**src/hdl/cmc_pkg.sv**
```systemverilog
package cmc_pkg;

	// Command codes carried in the op field.
	typedef enum logic [2:0] {
		OP_SET         = 3'd0,
		OP_RESUME      = 3'd1,
		OP_STOP        = 3'd2,
		OP_ACCEL_START = 3'd3,
		OP_ACCEL_END   = 3'd4,
		OP_SUSPEND     = 3'd5
	} op_t;

	// Display message codes.
	typedef enum logic [2:0] {
		MSG_NONE        = 3'd0,
		MSG_SPEED       = 3'd1,
		MSG_DEACTIVATED = 3'd2,
		MSG_ACCEL       = 3'd3,
		MSG_SUSPENDED   = 3'd4
	} msg_t;

	// Configuration register indexes.
	typedef enum logic [1:0] {
		REG_MIN_SPEED      = 2'd0,
		REG_MAX_SPEED      = 2'd1,
		REG_ACCEL_SETPOINT = 2'd2,
		REG_CRUISE_GEAR    = 2'd3
	} reg_idx_t;

	localparam int SPEED_W = 8;
	localparam int GEAR_W  = 3;
	localparam int OP_W    = 3;
	localparam int MSG_W   = 3;
	localparam int CFG_IDX_W  = 2;
	localparam int CFG_DATA_W = 8;

	localparam logic [SPEED_W-1:0] MIN_SPEED_RST      = 8'd80;
	localparam logic [SPEED_W-1:0] MAX_SPEED_RST      = 8'd130;
	localparam logic [SPEED_W-1:0] ACCEL_SETPOINT_RST = 8'd130;
	localparam logic [GEAR_W-1:0]  CRUISE_GEAR_RST    = 3'd5;

	typedef struct packed {
		logic [SPEED_W-1:0] min_speed;
		logic [SPEED_W-1:0] max_speed;
		logic [SPEED_W-1:0] accel_setpoint;
		logic [GEAR_W-1:0]  cruise_gear;
	} cfg_t;

	typedef struct packed {
		logic [OP_W-1:0]    op;
		logic               calibrating;
		logic               ignition_on;
		logic               brake_pressed;
		logic               clutch_pressed;
		logic [GEAR_W-1:0]  gear;
		logic [SPEED_W-1:0] current_speed;
	} item_t;

	typedef struct packed {
		logic               active;
		logic               suspended;
		logic               accelerating;
		logic [SPEED_W-1:0] cruise_speed;
		logic               led;
	} state_t;

	typedef struct packed {
		logic               setpoint_write;
		logic [SPEED_W-1:0] setpoint;
		logic [MSG_W-1:0]   message;
		logic [SPEED_W-1:0] shown_speed;
		logic               led;
		logic               is_active;
		logic               is_suspended;
		logic [SPEED_W-1:0] held_speed;
	} result_t;

endpackage

```
**src/hdl/cmc_if.sv**
```systemverilog
interface cmc_in_if;
	import cmc_pkg::*;

	logic               valid;
	logic               ready;
	logic [OP_W-1:0]    op;
	logic               calibrating;
	logic               ignition_on;
	logic               brake_pressed;
	logic               clutch_pressed;
	logic [GEAR_W-1:0]  gear;
	logic [SPEED_W-1:0] current_speed;

	modport source (
		output valid, op, calibrating, ignition_on, brake_pressed, clutch_pressed,
		       gear, current_speed,
		input  ready
	);
	modport sink (
		input  valid, op, calibrating, ignition_on, brake_pressed, clutch_pressed,
		       gear, current_speed,
		output ready
	);
endinterface

interface cmc_out_if;
	import cmc_pkg::*;

	logic               valid;
	logic               ready;
	logic               setpoint_write;
	logic [SPEED_W-1:0] setpoint;
	logic [MSG_W-1:0]   message;
	logic [SPEED_W-1:0] shown_speed;
	logic               led;
	logic               is_active;
	logic               is_suspended;
	logic [SPEED_W-1:0] held_speed;

	modport source (
		output valid, setpoint_write, setpoint, message, shown_speed, led,
		       is_active, is_suspended, held_speed,
		input  ready
	);
	modport sink (
		input  valid, setpoint_write, setpoint, message, shown_speed, led,
		       is_active, is_suspended, held_speed,
		output ready
	);
endinterface

```
**src/hdl/cruise_mode_controller.sv**
```systemverilog
// Cruise mode controller: one driver command plus a sensor snapshot per transaction.
// Each accepted command passes through the input register and then the output register before its result is offered.
// Throughput: one transaction per cycle while the output is not stalled; the mode state is updated
// when a command leaves the input register and fed straight back to the next command held there.
// Reset: arst_n clears all flags, the held speed and the LED, and loads the
// configuration registers with their defaults; no transaction is in flight after reset.
module cruise_mode_controller
	import cmc_pkg::*;
#(
	parameter logic [SPEED_W-1:0] MinSpeedRst     = MIN_SPEED_RST,
	parameter logic [SPEED_W-1:0] MaxSpeedRst     = MAX_SPEED_RST,
	parameter logic [SPEED_W-1:0] AccelSetRst     = ACCEL_SETPOINT_RST,
	parameter logic [GEAR_W-1:0]  CruiseGearRst   = CRUISE_GEAR_RST
) (
	input  logic                  clk,
	input  logic                  arst_n,
	input  logic                  cfg_we,
	input  logic [CFG_IDX_W-1:0]  cfg_idx,
	input  logic [CFG_DATA_W-1:0] cfg_data,
	cmc_in_if.sink                in_ch,
	cmc_out_if.source             out_ch
);

	// Configuration registers. Writes must arrive only while no transaction is in flight; the block
	// does not enforce this, and there is no interlock against the datapath.
	cfg_t cfg_q;

	always_ff @(posedge clk or negedge arst_n) begin
		if (!arst_n) begin
			cfg_q.min_speed      <= MinSpeedRst;
			cfg_q.max_speed      <= MaxSpeedRst;
			cfg_q.accel_setpoint <= AccelSetRst;
			cfg_q.cruise_gear    <= CruiseGearRst;
		end else if (cfg_we) begin
			unique case (reg_idx_t'(cfg_idx))
				REG_MIN_SPEED:      cfg_q.min_speed      <= cfg_data;
				REG_MAX_SPEED:      cfg_q.max_speed      <= cfg_data;
				REG_ACCEL_SETPOINT: cfg_q.accel_setpoint <= cfg_data;
				REG_CRUISE_GEAR:    cfg_q.cruise_gear    <= cfg_data[GEAR_W-1:0];
				default: begin
				end
			endcase
		end
	end

	// Input register stage. The item held here is evaluated against the mode
	// state; it moves on when the output register is empty or being emptied.
	logic    valid_s1;
	item_t   item_s1;
	logic    adv_s1;
	logic    out_valid_q;
	result_t out_q;

	assign adv_s1       = valid_s1 && (!out_valid_q || out_ch.ready);
	assign in_ch.ready  = !valid_s1 || adv_s1;

	always_ff @(posedge clk or negedge arst_n) begin
		if (!arst_n) begin
			valid_s1 <= 1'b0;
		end else if (in_ch.ready) begin
			valid_s1 <= in_ch.valid;
		end
	end

	always_ff @(posedge clk) begin
		if (in_ch.valid && in_ch.ready) begin
			item_s1.op             <= in_ch.op;
			item_s1.calibrating    <= in_ch.calibrating;
			item_s1.ignition_on    <= in_ch.ignition_on;
			item_s1.brake_pressed  <= in_ch.brake_pressed;
			item_s1.clutch_pressed <= in_ch.clutch_pressed;
			item_s1.gear           <= in_ch.gear;
			item_s1.current_speed  <= in_ch.current_speed;
		end
	end

	// Mode state and the command decision.
	state_t  state_q;
	state_t  state_nxt;
	result_t result;

	cmc_step u_step (
		.item      (item_s1),
		.state     (state_q),
		.cfg       (cfg_q),
		.state_nxt (state_nxt),
		.result    (result)
	);

	// The state commits exactly when the command leaves the input register, so
	// the following command already sees the updated mode.
	always_ff @(posedge clk or negedge arst_n) begin
		if (!arst_n) begin
			state_q <= '0;
		end else if (adv_s1) begin
			state_q <= state_nxt;
		end
	end

	// Output register: holds a finished result until the sink takes it, while
	// the input register keeps accepting as long as this register drains.
	always_ff @(posedge clk or negedge arst_n) begin
		if (!arst_n) begin
			out_valid_q <= 1'b0;
		end else if (adv_s1) begin
			out_valid_q <= 1'b1;
		end else if (out_ch.ready) begin
			out_valid_q <= 1'b0;
		end
	end

	always_ff @(posedge clk) begin
		if (adv_s1) begin
			out_q <= result;
		end
	end

	assign out_ch.valid          = out_valid_q;
	assign out_ch.setpoint_write = out_q.setpoint_write;
	assign out_ch.setpoint       = out_q.setpoint;
	assign out_ch.message        = out_q.message;
	assign out_ch.shown_speed    = out_q.shown_speed;
	assign out_ch.led            = out_q.led;
	assign out_ch.is_active      = out_q.is_active;
	assign out_ch.is_suspended   = out_q.is_suspended;
	assign out_ch.held_speed     = out_q.held_speed;

	// An acceleration request only exists inside an engaged, suspended cruise.
	a_accel_in_cruise: assert property (@(posedge clk) disable iff (!arst_n)
		state_q.accelerating |-> (state_q.active && state_q.suspended))
		else $error("accelerating flag set outside an engaged, suspended cruise");

	// The indicator LED follows the active flag at all times.
	a_led_tracks_active: assert property (@(posedge clk) disable iff (!arst_n)
		state_q.led == state_q.active)
		else $error("LED state disagrees with the active flag");

	// A command leaving the input register always shows up as a result.
	a_adv_fills_out: assert property (@(posedge clk) disable iff (!arst_n)
		adv_s1 |=> out_valid_q)
		else $error("advanced command did not produce a result");

	// A speed message always reports an engaged, unsuspended cruise at the held speed.
	a_speed_msg: assert property (@(posedge clk) disable iff (!arst_n)
		(out_valid_q && out_q.message == MSG_SPEED) |->
			(out_q.is_active && !out_q.is_suspended && out_q.shown_speed == out_q.held_speed))
		else $error("speed message without an engaged cruise");

endmodule

```
**src/hdl/cmc_step.sv**
```systemverilog
// Next-state and result logic for one command against the current mode state.
module cmc_step
	import cmc_pkg::*;
(
	input  item_t   item,
	input  state_t  state,
	input  cfg_t    cfg,
	output state_t  state_nxt,
	output result_t result
);

	logic   req_ok;
	logic   do_engage;
	logic   capture;
	logic   wr;
	logic [SPEED_W-1:0] wr_val;
	msg_t   msg;
	state_t nxt;

	assign req_ok = !item.calibrating && item.ignition_on && !item.brake_pressed
		&& !item.clutch_pressed && (item.gear == cfg.cruise_gear)
		&& (item.current_speed >= cfg.min_speed) && (item.current_speed <= cfg.max_speed);

	always_comb begin
		nxt       = state;
		wr        = 1'b0;
		wr_val    = '0;
		msg       = MSG_NONE;
		do_engage = 1'b0;
		capture   = 1'b0;

		unique case (op_t'(item.op))
			OP_SET: begin
				do_engage = req_ok;
				capture   = 1'b1;
			end
			OP_RESUME: begin
				do_engage = req_ok;
			end
			OP_STOP: begin
				if (state.active) begin
					wr               = 1'b1;
					nxt.cruise_speed = '0;
					nxt.active       = 1'b0;
					nxt.suspended    = 1'b0;
					nxt.accelerating = 1'b0;
					nxt.led          = 1'b0;
					msg              = MSG_DEACTIVATED;
				end
			end
			OP_ACCEL_START: begin
				if (state.active && !state.suspended) begin
					nxt.accelerating = 1'b1;
					nxt.suspended    = 1'b1;
					wr               = 1'b1;
					wr_val           = cfg.accel_setpoint;
					msg              = MSG_ACCEL;
				end
			end
			OP_ACCEL_END: begin
				if (state.active) begin
					nxt.accelerating = 1'b0;
					do_engage        = req_ok;
					capture          = 1'b1;
				end
			end
			OP_SUSPEND: begin
				if (state.active) begin
					nxt.suspended = 1'b1;
					wr            = 1'b1;
					msg           = MSG_SUSPENDED;
				end
			end
			default: begin
			end
		endcase

		// Engagement: optionally capture the current speed, then hold it.
		if (do_engage) begin
			if (capture) begin
				nxt.cruise_speed = item.current_speed;
			end
			wr               = 1'b1;
			wr_val           = nxt.cruise_speed;
			nxt.active       = 1'b1;
			nxt.suspended    = 1'b0;
			nxt.accelerating = 1'b0;
			nxt.led          = 1'b1;
			msg              = MSG_SPEED;
		end
	end

	assign state_nxt             = nxt;
	assign result.setpoint_write = wr;
	assign result.setpoint       = wr_val;
	assign result.message        = msg;
	assign result.shown_speed    = (msg == MSG_SPEED) ? nxt.cruise_speed : '0;
	assign result.led            = nxt.led;
	assign result.is_active      = nxt.active;
	assign result.is_suspended   = nxt.suspended;
	assign result.held_speed     = nxt.cruise_speed;

endmodule
```
**src/flat_wrapper.sv**
```systemverilog
// flat-port wrapper written by rule: the top's interface ports become plain ports
module cruise_mode_controller_flat import cmc_pkg::*;
#(
	parameter logic [SPEED_W-1:0] MinSpeedRst     = MIN_SPEED_RST,
	parameter logic [SPEED_W-1:0] MaxSpeedRst     = MAX_SPEED_RST,
	parameter logic [SPEED_W-1:0] AccelSetRst     = ACCEL_SETPOINT_RST,
	parameter logic [GEAR_W-1:0]  CruiseGearRst   = CRUISE_GEAR_RST
)
  (clk, arst_n, cfg_we, cfg_idx, cfg_data, in_ch_valid, in_ch_op, in_ch_calibrating, in_ch_ignition_on, in_ch_brake_pressed, in_ch_clutch_pressed, in_ch_gear, in_ch_current_speed, in_ch_ready, out_ch_valid, out_ch_setpoint_write, out_ch_setpoint, out_ch_message, out_ch_shown_speed, out_ch_led, out_ch_is_active, out_ch_is_suspended, out_ch_held_speed, out_ch_ready);
  cmc_in_if in_ch_i ();
  cmc_out_if out_ch_i ();
  input  logic clk;
  input  logic arst_n;
  input  logic cfg_we;
  input  logic [CFG_IDX_W-1:0] cfg_idx;
  input  logic [CFG_DATA_W-1:0] cfg_data;
  input wire logic [$bits(in_ch_i.valid)-1:0] in_ch_valid;
  input wire logic [$bits(in_ch_i.op)-1:0] in_ch_op;
  input wire logic [$bits(in_ch_i.calibrating)-1:0] in_ch_calibrating;
  input wire logic [$bits(in_ch_i.ignition_on)-1:0] in_ch_ignition_on;
  input wire logic [$bits(in_ch_i.brake_pressed)-1:0] in_ch_brake_pressed;
  input wire logic [$bits(in_ch_i.clutch_pressed)-1:0] in_ch_clutch_pressed;
  input wire logic [$bits(in_ch_i.gear)-1:0] in_ch_gear;
  input wire logic [$bits(in_ch_i.current_speed)-1:0] in_ch_current_speed;
  output wire logic [$bits(in_ch_i.ready)-1:0] in_ch_ready;
  output wire logic [$bits(out_ch_i.valid)-1:0] out_ch_valid;
  output wire logic [$bits(out_ch_i.setpoint_write)-1:0] out_ch_setpoint_write;
  output wire logic [$bits(out_ch_i.setpoint)-1:0] out_ch_setpoint;
  output wire logic [$bits(out_ch_i.message)-1:0] out_ch_message;
  output wire logic [$bits(out_ch_i.shown_speed)-1:0] out_ch_shown_speed;
  output wire logic [$bits(out_ch_i.led)-1:0] out_ch_led;
  output wire logic [$bits(out_ch_i.is_active)-1:0] out_ch_is_active;
  output wire logic [$bits(out_ch_i.is_suspended)-1:0] out_ch_is_suspended;
  output wire logic [$bits(out_ch_i.held_speed)-1:0] out_ch_held_speed;
  input wire logic [$bits(out_ch_i.ready)-1:0] out_ch_ready;
  assign in_ch_i.valid = in_ch_valid;
  assign in_ch_i.op = in_ch_op;
  assign in_ch_i.calibrating = in_ch_calibrating;
  assign in_ch_i.ignition_on = in_ch_ignition_on;
  assign in_ch_i.brake_pressed = in_ch_brake_pressed;
  assign in_ch_i.clutch_pressed = in_ch_clutch_pressed;
  assign in_ch_i.gear = in_ch_gear;
  assign in_ch_i.current_speed = in_ch_current_speed;
  assign in_ch_ready = in_ch_i.ready;
  assign out_ch_valid = out_ch_i.valid;
  assign out_ch_setpoint_write = out_ch_i.setpoint_write;
  assign out_ch_setpoint = out_ch_i.setpoint;
  assign out_ch_message = out_ch_i.message;
  assign out_ch_shown_speed = out_ch_i.shown_speed;
  assign out_ch_led = out_ch_i.led;
  assign out_ch_is_active = out_ch_i.is_active;
  assign out_ch_is_suspended = out_ch_i.is_suspended;
  assign out_ch_held_speed = out_ch_i.held_speed;
  assign out_ch_i.ready = out_ch_ready;
  cruise_mode_controller #(.MinSpeedRst(MinSpeedRst), .MaxSpeedRst(MaxSpeedRst), .AccelSetRst(AccelSetRst), .CruiseGearRst(CruiseGearRst)) u_core (.clk(clk), .arst_n(arst_n), .cfg_we(cfg_we), .cfg_idx(cfg_idx), .cfg_data(cfg_data), .in_ch(in_ch_i), .out_ch(out_ch_i));
endmodule
```
**config.mk**
```make
export PLATFORM = sky130hd
export DESIGN_NAME = cruise_mode_controller_flat
export DESIGN_NICKNAME = d
export VERILOG_FILES = /design/src/hdl/cmc_pkg.sv /design/src/hdl/cmc_if.sv /design/src/hdl/cruise_mode_controller.sv /design/src/hdl/cmc_step.sv /design/src/flat_wrapper.sv
export SDC_FILE = /design/constraint.sdc
export NUM_CORES = 1
export LEC_CHECK = 0
export ABC_AREA = 1
export BUFFER_PORTS_ARGS = -buffer_cell sky130_fd_sc_hd__buf_2
export CORE_ASPECT_RATIO = 1.2
export CORE_MARGIN = 8
export CORE_UTILIZATION = 60
export CTS_CLUSTER_DIAMETER = 30
export DETAILED_ROUTE_END_ITERATION = 7
export PLACE_DENSITY = 0.86
export SLEW_MARGIN = 10
export SYNTH_ARGS = -nofsm -noshare
export SYNTH_HDL_FRONTEND = slang
export SYNTH_SLANG_ARGS = --single-unit
export TNS_END_PERCENT = 5
```
**constraint.sdc**
```tcl
create_clock -name clk -period 2.75 [get_ports clk]
set_input_delay 0.4125 -clock clk [delete_from_list [all_inputs] [get_ports clk]]
set_output_delay 0.4125 -clock clk [all_outputs]
set_load 0.05 [all_outputs]
```
==> metrics.md, run 1 <==
| Metric | Value |
|---|---|
| Slew HR | `39.6%` |
| Share of the yosys chip area belonging to registers | `61.7%` |
| Leak | `2.37 nW` |
| Die area | `9590 um^2` |
| Hold-fix buffers at CTS | `0` |
| Row cnt | `32` |
| Worst setup endpoint | `u_core.out_ch.held_speed[4]` |
| Starting Density | `62.4%` |
| Final ANT Viol Nets | `0` |
| Synth top cells by count | `nand2_1 (127), inv_1 (68), edfxtp_1 (49)` |
| Final Cycle Share | `79.2%` |
| Initial antenna violation count | `0` |
| Pwr per Cell Area | `680 nW/um^2` |
| RSZ-0062 raised after global routing | `false` |
| # H-tree levels | `3` |
| Synth top area share | `36.6%` |
| CTS tree | `built` |
| Mapped Avg Cell Area | `9.72 um^2` |
| Max_cap viols | `0` |
| Prevailing post-synth register cell | `edfxtp_1` |
| Setup crit start kind | `flip-flop` |
| Worst reg-to-reg setup slack | `570 ps` |
| Gr ovfl total | `0` |
| Crit. path cell count | `12` |
| Required @ worst endpoint | `2860 ps` |
| Pre-CTS WS | `632 ps` |
| Tot GR Track Use | `17.4%` |
| Largest net degree at the start of global routing | `41` |
| Clk slew on worst S/H paths | `80 ps` |
| Worst-skew pair later-pin latency | `360 ps` |
| Cell mode on critical path | `nand2_1` |
| Die height | `106 um` |
| Drt drc | `0` |
| Post-route setup TNS | `0 ps` |
| Reg2Reg Depth | `12` |
| Number of synthesized flops with an enable pin | `49` |
| First-pass GRT wire length | `13300 um` |
| Top-count cell post-synth | `nand2_1` |
| Syn Inst Count | `414` |
| Top Family by Delay on Critical Path | `simple AND/OR/NAND/NOR gates` |
| Cell area after layout | `4590 um^2` |
| Beginning of the critical path | `u_core.cfg_q[12]` |
| Crit path kind | `flip-flop to flip-flop` |
| Global placement routability congestion | `0.866` |
| Number of global-route vias before repair | `2921` |
| Synthesized area | `4020 um^2` |
| Worst reg2reg path startpoint | `u_core.cfg_q[12]` |
| Area grow syn2layout | `14.2%` |
| Post-cts sizing count | `0` |
| Via count | `2946` |
| Syn nets | `463` |
| Root Buffer | `clkbuf_8` |
| PortBufs | `65` |
| Share of cells above drive strength 1 | `20.7%` |
| CTS Buf Count | `9` |
| Setup WS post-layout | `572 ps` |
| Die width | `90.7 um` |
| Worst hold slack | `176 ps` |
| Buf+Inv Stages, Crit Path | `1` |
| Crit Path Max Fanout | `14` |
| Final Max Slew Viols | `0` |
| CP Capture Type | `flip-flop` |
| Synth area leaders | `edfxtp_1 (37%), dfrtp_1 (20%), nand2_1 (12%)` |
| Async S/R FF share, synth | `44.9%` |
| DPL Wire Length | `5910 um` |
| End of the worst register-to-register path | `u_core.out_ch.held_speed[4]` |
| Final setup viols | `0` |
| Ports | `66` |
| Post-CTS setup buffers | `0` |
| Synth Warn # | `0` |
| Peak VDD IR | `458 uV` |
| Placed instance area | `4410 um^2` |
| Layout Nets | `532` |
| Fillcell total | `466` |
| Hold Vio Cnt, Final | `0` |
| Yosys cell types | `27` |
| CORE AREA | `6450 um^2` |
| Antenna cells | `0` |
| Sequence of cells on the critical path | `inv_1 > ha_1 > nand2_1 > nand2_1 > nand2_1 > nand2_1 > nand2_1 > nand2_1 > nand2_2 > nand3_2 > nand2_1 > nand2_1` |
| DRT iter0 DRCs | `182` |
| Status | `completed` |
| Routed wire per std cell | `13.9 um` |
| Least-Margin Pin Slew | `906 ps` |
| Fin Clk Skew | `10.2 ps` |
| F_max | `459 MHz` |
| Clk sinks | `89` |
| WL final | `7970 um` |
| Worst Path Arrival | `2280 ps` |
| Clock buffer depth | `2` |
| First-pass detailed-route iteration total | `5` |
| Cell taking the most area after synthesis | `edfxtp_1` |
| Vias per cell | `5.14` |
| Type of the tightest min-delay check | `input pin to async pin` |
| CP max stage cell | `dfstp_2` |
| Fin util | `71.3%` |
| Final min period | `2180 ps` |
| Max incr delay on CP | `530 ps` |
| Synth Register Bits | `89` |
-- metal layers --
metal	up-vias	global-route usage, %	wire length [um]
met3	27	5.39	560
met2	128	29.8	4020
met5	-	0	0
li1	1460	-	-
met4	0	11.6	264
met1	1331	17.9	3130
-- cells in the final DEF, fill, tap and decap left out --
cell       count
a21oi_1        4
a21oi_4        1
buf_4          1
clkbuf_1       1
a31oi_1        1
ha_1          16
o21ai_2        1
nor3_2         1
nand3_1       19
a21o_1         1
nand3_2        4
nand2_2        2
bufinv_16      1
dfstp_2        8
clkinv_2       4
nand4_1        3
nand3b_1       2
clkbuf_8       9
o21ai_0       32
dfrtp_1       32
clkinv_1       1
inv_2          3
o21a_1         1
edfxtp_1      49
nor2_1        23
inv_1         68
nor3_1         1
o21ai_1        6
buf_2         65
clkinv_4       1
nand2_1      127
-- where the power goes --
group	switching [W]	total, W	internal, W	leakage (nW)
Combinational	0.000447	0.000608	0.000161	1.30
Clock	0.000445	0.000861	0.000415	0.0998
Sequential	0.0000693	0.00165	0.00158	0.974
-- cells by family (layout without fill, tap and decap cells) --
family / Yosys count / in the layout / share of synthesized area [%]
simple gates: 182 / 182 / 18.9
fa+ha+maj: 16 / 16 / 4.98
flops: 89 / 89 / 61.7
compound gates: 47 / 47 / 6.38
buf+inv: 80 / 154 / 8.06
-- state kept, by name (all words and copies together) (netlist names) --
signal                        count
u_core.out_ch.setpoint_write      1
u_core.out_ch.held_speed          8
u_core.out_ch.setpoint            8
u_core.out_ch.led                 1
u_core.out_ch.message             3
u_core.valid_s1                   1
u_core.out_ch.shown_speed         8
u_core.out_ch.is_suspended        1
u_core.item_s1                   18
u_core.cfg_q                     27
u_core.out_ch.is_active           1
u_core.state_q                   11
u_core.out_ch.valid               1
-- area by class of cell --
type                       count  area [um^2]  share of cell area [%]
tap                           85          106                    2.31
timing repair buffer          66          333                    7.24
clock buffer                  10          128                    2.78
inverter                      72          270                    5.88
sequential                    89         2480                    54.0
clock inverter                 6         58.8                    1.28
multi-input combinational    245         1220                    26.5
-- worst reg2reg max path, stage by stage, from the launching register on --
cell,delay (ps)
dfstp_2,530
inv_1,40
ha_1,300
nand2_1,80
nand2_1,60
nand2_1,70
nand2_1,60
nand2_1,60
nand2_1,60
nand2_2,140
nand3_2,290
nand2_1,160
nand2_1,70
-- worst min-delay path by stage --
| stage | from | depth (start not counted) | end | slack, ps |
|---|---|---|---|---|
| CTS | arst_n | 1 | u_core.valid_s1 | 200 |
| global placement | u_core.cfg_q[8] | 2 | u_core.cfg_q[8] | 470 |
| global route | in_ch_gear[2] | 1 | u_core.item_s1[10] | 200 |
| detailed placement | u_core.cfg_q[13] | 2 | u_core.cfg_q[13] | 470 |
| finish | arst_n | 1 | u_core.cfg_q[3] | 180 |
| floorplan | arst_n | 0 | u_core.cfg_q[11] | 120 |
-- through the flow --
| step | instances | total power, W |
|---|---|---|
| 2_1_floorplan | 414 | 0.00212 |
| 3_3_place_gp | 557 | 0.00226 |
| 3_5_place_dp | 557 | 0.00229 |
| 4_1_cts | 573 | 0.00313 |
| 5_1_grt | 573 | 0.00326 |
| 6_report | 573 | 0.00312 |
No activity file was read; power rests on OpenSTA's default activity.
==> inputs of run 2 (changes only) <==
- ABC_AREA: 1 -> 0
- CORE_UTILIZATION: 60 -> 50
- PLACE_DENSITY: 0.86 -> 0.77
- clock period: 2.75 -> 2 ns (I/O delays scaled with it)
==> run 2 against run 1 <==
The flow now finishes with violations (negative setup slack). Clock skew down 1.3 ps. Sequential power up 37%. Sequential share of layout area down 1.7 points. Flip-flop and latch count unchanged. Cell area up 3.2%. Synthesized area down 4.5%. Routed wire length down 0.98%. Largest cell class unchanged. Highest routed layer unchanged.
==> metrics.md, run 2 <==
| Metric | Value |
|---|---|
| Sequential share of power | `54.5% (+1.6 points)` |
| Setup WS post-layout | `-372 ps (-943 ps)` |
| Synth top cells by count | `edfxtp_1 (49), dfrtp_1 (32), a21o_1 (21)` |
| Root Buffer | `clkbuf_8` |
| First-pass detailed-route iteration total | `4 (-1)` |
| Status | `finished with violations` |
| Syn Inst Count | `269 (-35%)` |
| Clk pwr share | `26.0% (-1.6 points)` |
| Failing checks | `negative setup slack` |
| Setup crit start kind | `flip-flop` |
| Die width | `96.0 um (+5.8%)` |
| Clk slew on worst S/H paths | `90 ps (about the same)` |
| Least-Margin Pin Slew | `839 ps (-67.2 ps)` |
| # H-tree levels | `3 (unchanged)` |
| Fin Clk Skew | `8.88 ps (-1.31 ps)` |
| Combinational share of power | `19.5% (about the same)` |
| Worst Path Arrival | `2590 ps (+310 ps)` |
| Die area | `10800 um^2 (+12%)` |
| Reg2Reg Depth | `8 (-4)` |
| Mapped Avg Cell Area | `14.3 um^2 (+47%)` |
| Buf+Inv Stages, Crit Path | `2 (+1)` |
| Prevailing post-synth register cell | `edfxtp_1` |
| P_int | `0.00294 W (+36%)` |
| Hold-fix buffers at CTS | `0 (unchanged)` |
| Synth Register Bits | `89 (unchanged)` |
| Reg with most FFs | `u_core.cfg_q` |
| Number of global-route vias before repair | `2610 (-11%)` |
| Sequence of cells on the critical path | `xnor2_2 > nand2_1 > or4_4 > a2111oi_4 > buf_6 > buf_6 > and2_4 > a21o_1` |
| F_max | `422 MHz (-8.2%)` |
| Max_cap viols | `0 (unchanged)` |
| Routed wire per std cell | `17.0 um (+22%)` |
| First-pass GRT wire length | `12900 um (-3.0%)` |
| WL final | `7900 um (-0.98%)` |
| Row cnt | `35 (+9.4%)` |
| Top-count cell post-synth | `edfxtp_1` |
| Vias per cell | `5.29 (+2.9%)` |
| Final setup viols | `40 (+40)` |
| DPL Wire Length | `5860 um (-0.87%)` |
| Type of the tightest min-delay check | `input pin to async pin` |
| Number of synthesized flops with an enable pin | `49 (unchanged)` |
| Clk sinks | `89 (unchanged)` |
| Gr ovfl total | `0 (unchanged)` |
| Biggest regs | `u_core.cfg_q: 27 flops, u_core.item_s1: 18 flops, u_core.state_q: 11 flops` |
| Fin util | `62.6% (-8.7 points)` |
| Crit Path Max Fanout | `6 (-8)` |
| Final min period | `2370 ps (+193 ps)` |
| Commonest non-fill, non-tap cell in the layout | `buf_2` |
| DRT iter0 DRCs | `84 (-54%)` |
| GR Layer Usage met2 | `27.0% (-2.8 points)` |
| Commonest cells after routing, fill and taps aside | `buf_2 (66), edfxtp_1 (49), dfrtp_1 (32), buf_4 (24), a21o_1 (21)` |
| Peak VDD IR | `451 uV (-1.5%)` |
| Layout Nets | `417 (-22%)` |
| Async S/R FF share, synth | `44.9% (unchanged)` |
| CP max stage cell | `dfstp_2` |
| Drt drc | `0 (unchanged)` |
| M1 GR Usage | `17.6% (-0.29 points)` |
| CTS tree | `built` |
| Share of the yosys chip area belonging to registers | `64.6% (+2.9 points)` |
| Final Max Slew Viols | `0 (unchanged)` |
| Required @ worst endpoint | `2220 ps (-640 ps)` |
| PortBufs | `65 (unchanged)` |
| Hold Vio Cnt, Final | `0 (unchanged)` |
| Synth area leaders | `edfxtp_1 (38%), dfrtp_1 (21%), mux2_2 (5.9%)` |
| Tot GR Track Use | `15.6% (-1.8 points)` |
| Global placement routability congestion | `0.861 (-0.52%)` |
| CTS Buf Count | `9 (unchanged)` |
| Cell taking the most area after synthesis | `edfxtp_1` |
| Crit. path cell count | `8 (-4)` |
| Top Family by Delay on Critical Path | `simple AND/OR/NAND/NOR gates` |
| Crit path kind | `flip-flop to flip-flop` |
| Die height | `112 um (+6.0%)` |
| Slew HR | `44.1% (+4.5 points)` |
| Yosys cell types | `43 (+59%)` |
| CP Capture Type | `flip-flop` |
| Post-route setup TNS | `-11890 ps (-11890 ps)` |
| Grt peak-use layer | `met2` |
| GR Util met3 | `3.94% (-1.5 points)` |
| Syn nets | `318 (-31%)` |
| Synthesized area | `3840 um^2 (-4.5%)` |
| Final Cycle Share | `119% (+39 points)` |
| Starting Density | `50.7% (-12 points)` |
| Ports | `66 (unchanged)` |
| Area grow syn2layout | `23.3%` |
| Max incr delay on CP | `560 ps (+30 ps)` |
| RSZ-0062 raised after global routing | `true` |
| Overall power | `0.00414 W (+33%)` |
| Worst-skew pair later-pin latency | `350 ps (about the same)` |
| Max FFs per register | `27 (unchanged)` |
| Switching Share | `29.0% (-1.8 points)` |
| Switching Power | `0.00120 W (+25%)` |
| Share of cells above drive strength 1 | `44.2% (+24 points)` |
| Final ANT Viol Nets | `0 (unchanged)` |
| CORE AREA | `7580 um^2 (+18%)` |
| Via count | `2461 (-16%)` |
| Clock buffer depth | `2 (unchanged)` |
| Initial antenna violation count | `0 (unchanged)` |
| Leak | `2.19 nW (-7.6%)` |
| Cell mode on critical path | `buf_6` |
| Synth top area share | `38.3% (+1.7 points)` |
| Largest net degree at the start of global routing | `41 (unchanged)` |
| Pwr per Cell Area | `874 nW/um^2 (+29%)` |
| Antenna cells | `0 (unchanged)` |
| Synth Warn # | `0 (unchanged)` |
==> run 2: changes by cell type in the layout (fill, tap and decap cells not counted), moves of 6 or more <==
cell,delta
a21o_1,+20
a22o_1,+16
and2_4,+9
nand3_1,-18
o21ai_1,-6
buf_4,+23
o21ai_0,-24
nand2b_1,+6
nor2_1,-19
nand2_1,-112
mux2_2,+20
inv_1,-55
==> run 2: power groups by stage <==
stage               registers [W]  logic (W)  clock network, W
floorplan                 0.00244   0.000371                 0
global placement          0.00228   0.000763                 0
detailed placement        0.00229   0.000791                 0
CTS                       0.00225   0.000808           0.00110
global route              0.00228   0.000891           0.00117
finish                    0.00226   0.000807           0.00108
==> run 2: per-layer routing <==
| layer | vias to the layer above | share of wire, % |
|---|---|---|
| li1 | 1182 | - |
| met1 | 1215 | 40 |
| met2 | 53 | 54 |
| met3 | 11 | 4.9 |
| met4 | 0 | 2.0 |
| met5 | - | 0 |
==> run 2: repair_timing <==
item	in CTS	in global routing
buffers inserted	3	0
pin swaps	8	8
endpoints found under the setup margin	40	40
gates cloned	2	0
resized for setup	17	3
==> run 2: per-stage QoR <==
step                worst slack, ps  instances  instance area (um^2)  hold WS [ps]
finish                         -372        465                  4740          7.26
global route                   -452        465                  4740          36.6
CTS                            -293        465                  4720          8.86
detailed placement             -489        446                  4480           399
global placement               -369        446                  4480           388
floorplan                      -168        269                  3880          4.41
==> run 2: cell type report <==
type                            count  area (um^2)
Fill cell                         589         2840
Sequential cell                    89         2480
Multi-Input combinational cell    159         1370
Timing Repair Buffer               93          544
Clock buffer                        9          124
Tap cell                           92          115
Inverter                           16         60.1
Clock inverter                      7         46.3
==> run 2: logic make-up after synthesis <==
logic type	synth area share (%)
muxes	5.86
AOI/OAI and AO/OA	12.2
and+or+nand+nor	8.66
adders and majority gates	5.47
buffers and inverters	2.54
DFF	64.6
xor gates and xnor gates	0.684
==> run 2: final timing paths <==
| path | start | to | slack, ps |
|---|---|---|---|
| setup / recovery | u_core.cfg_q[0] | u_core.out_ch.held_speed[7] | -370 |
| hold / removal | arst_n | u_core.out_ch.valid | 7 |
| setup reg to reg | u_core.cfg_q[0] | u_core.out_ch.held_speed[7] | -370 |
| hold reg to reg | u_core.valid_s1 | u_core.out_ch.valid | 480 |
| max in group asynchronous | arst_n | u_core.cfg_q[10] | 1620 |
| min in group clk | in_ch_gear[0] | u_core.item_s1[8] | 120 |
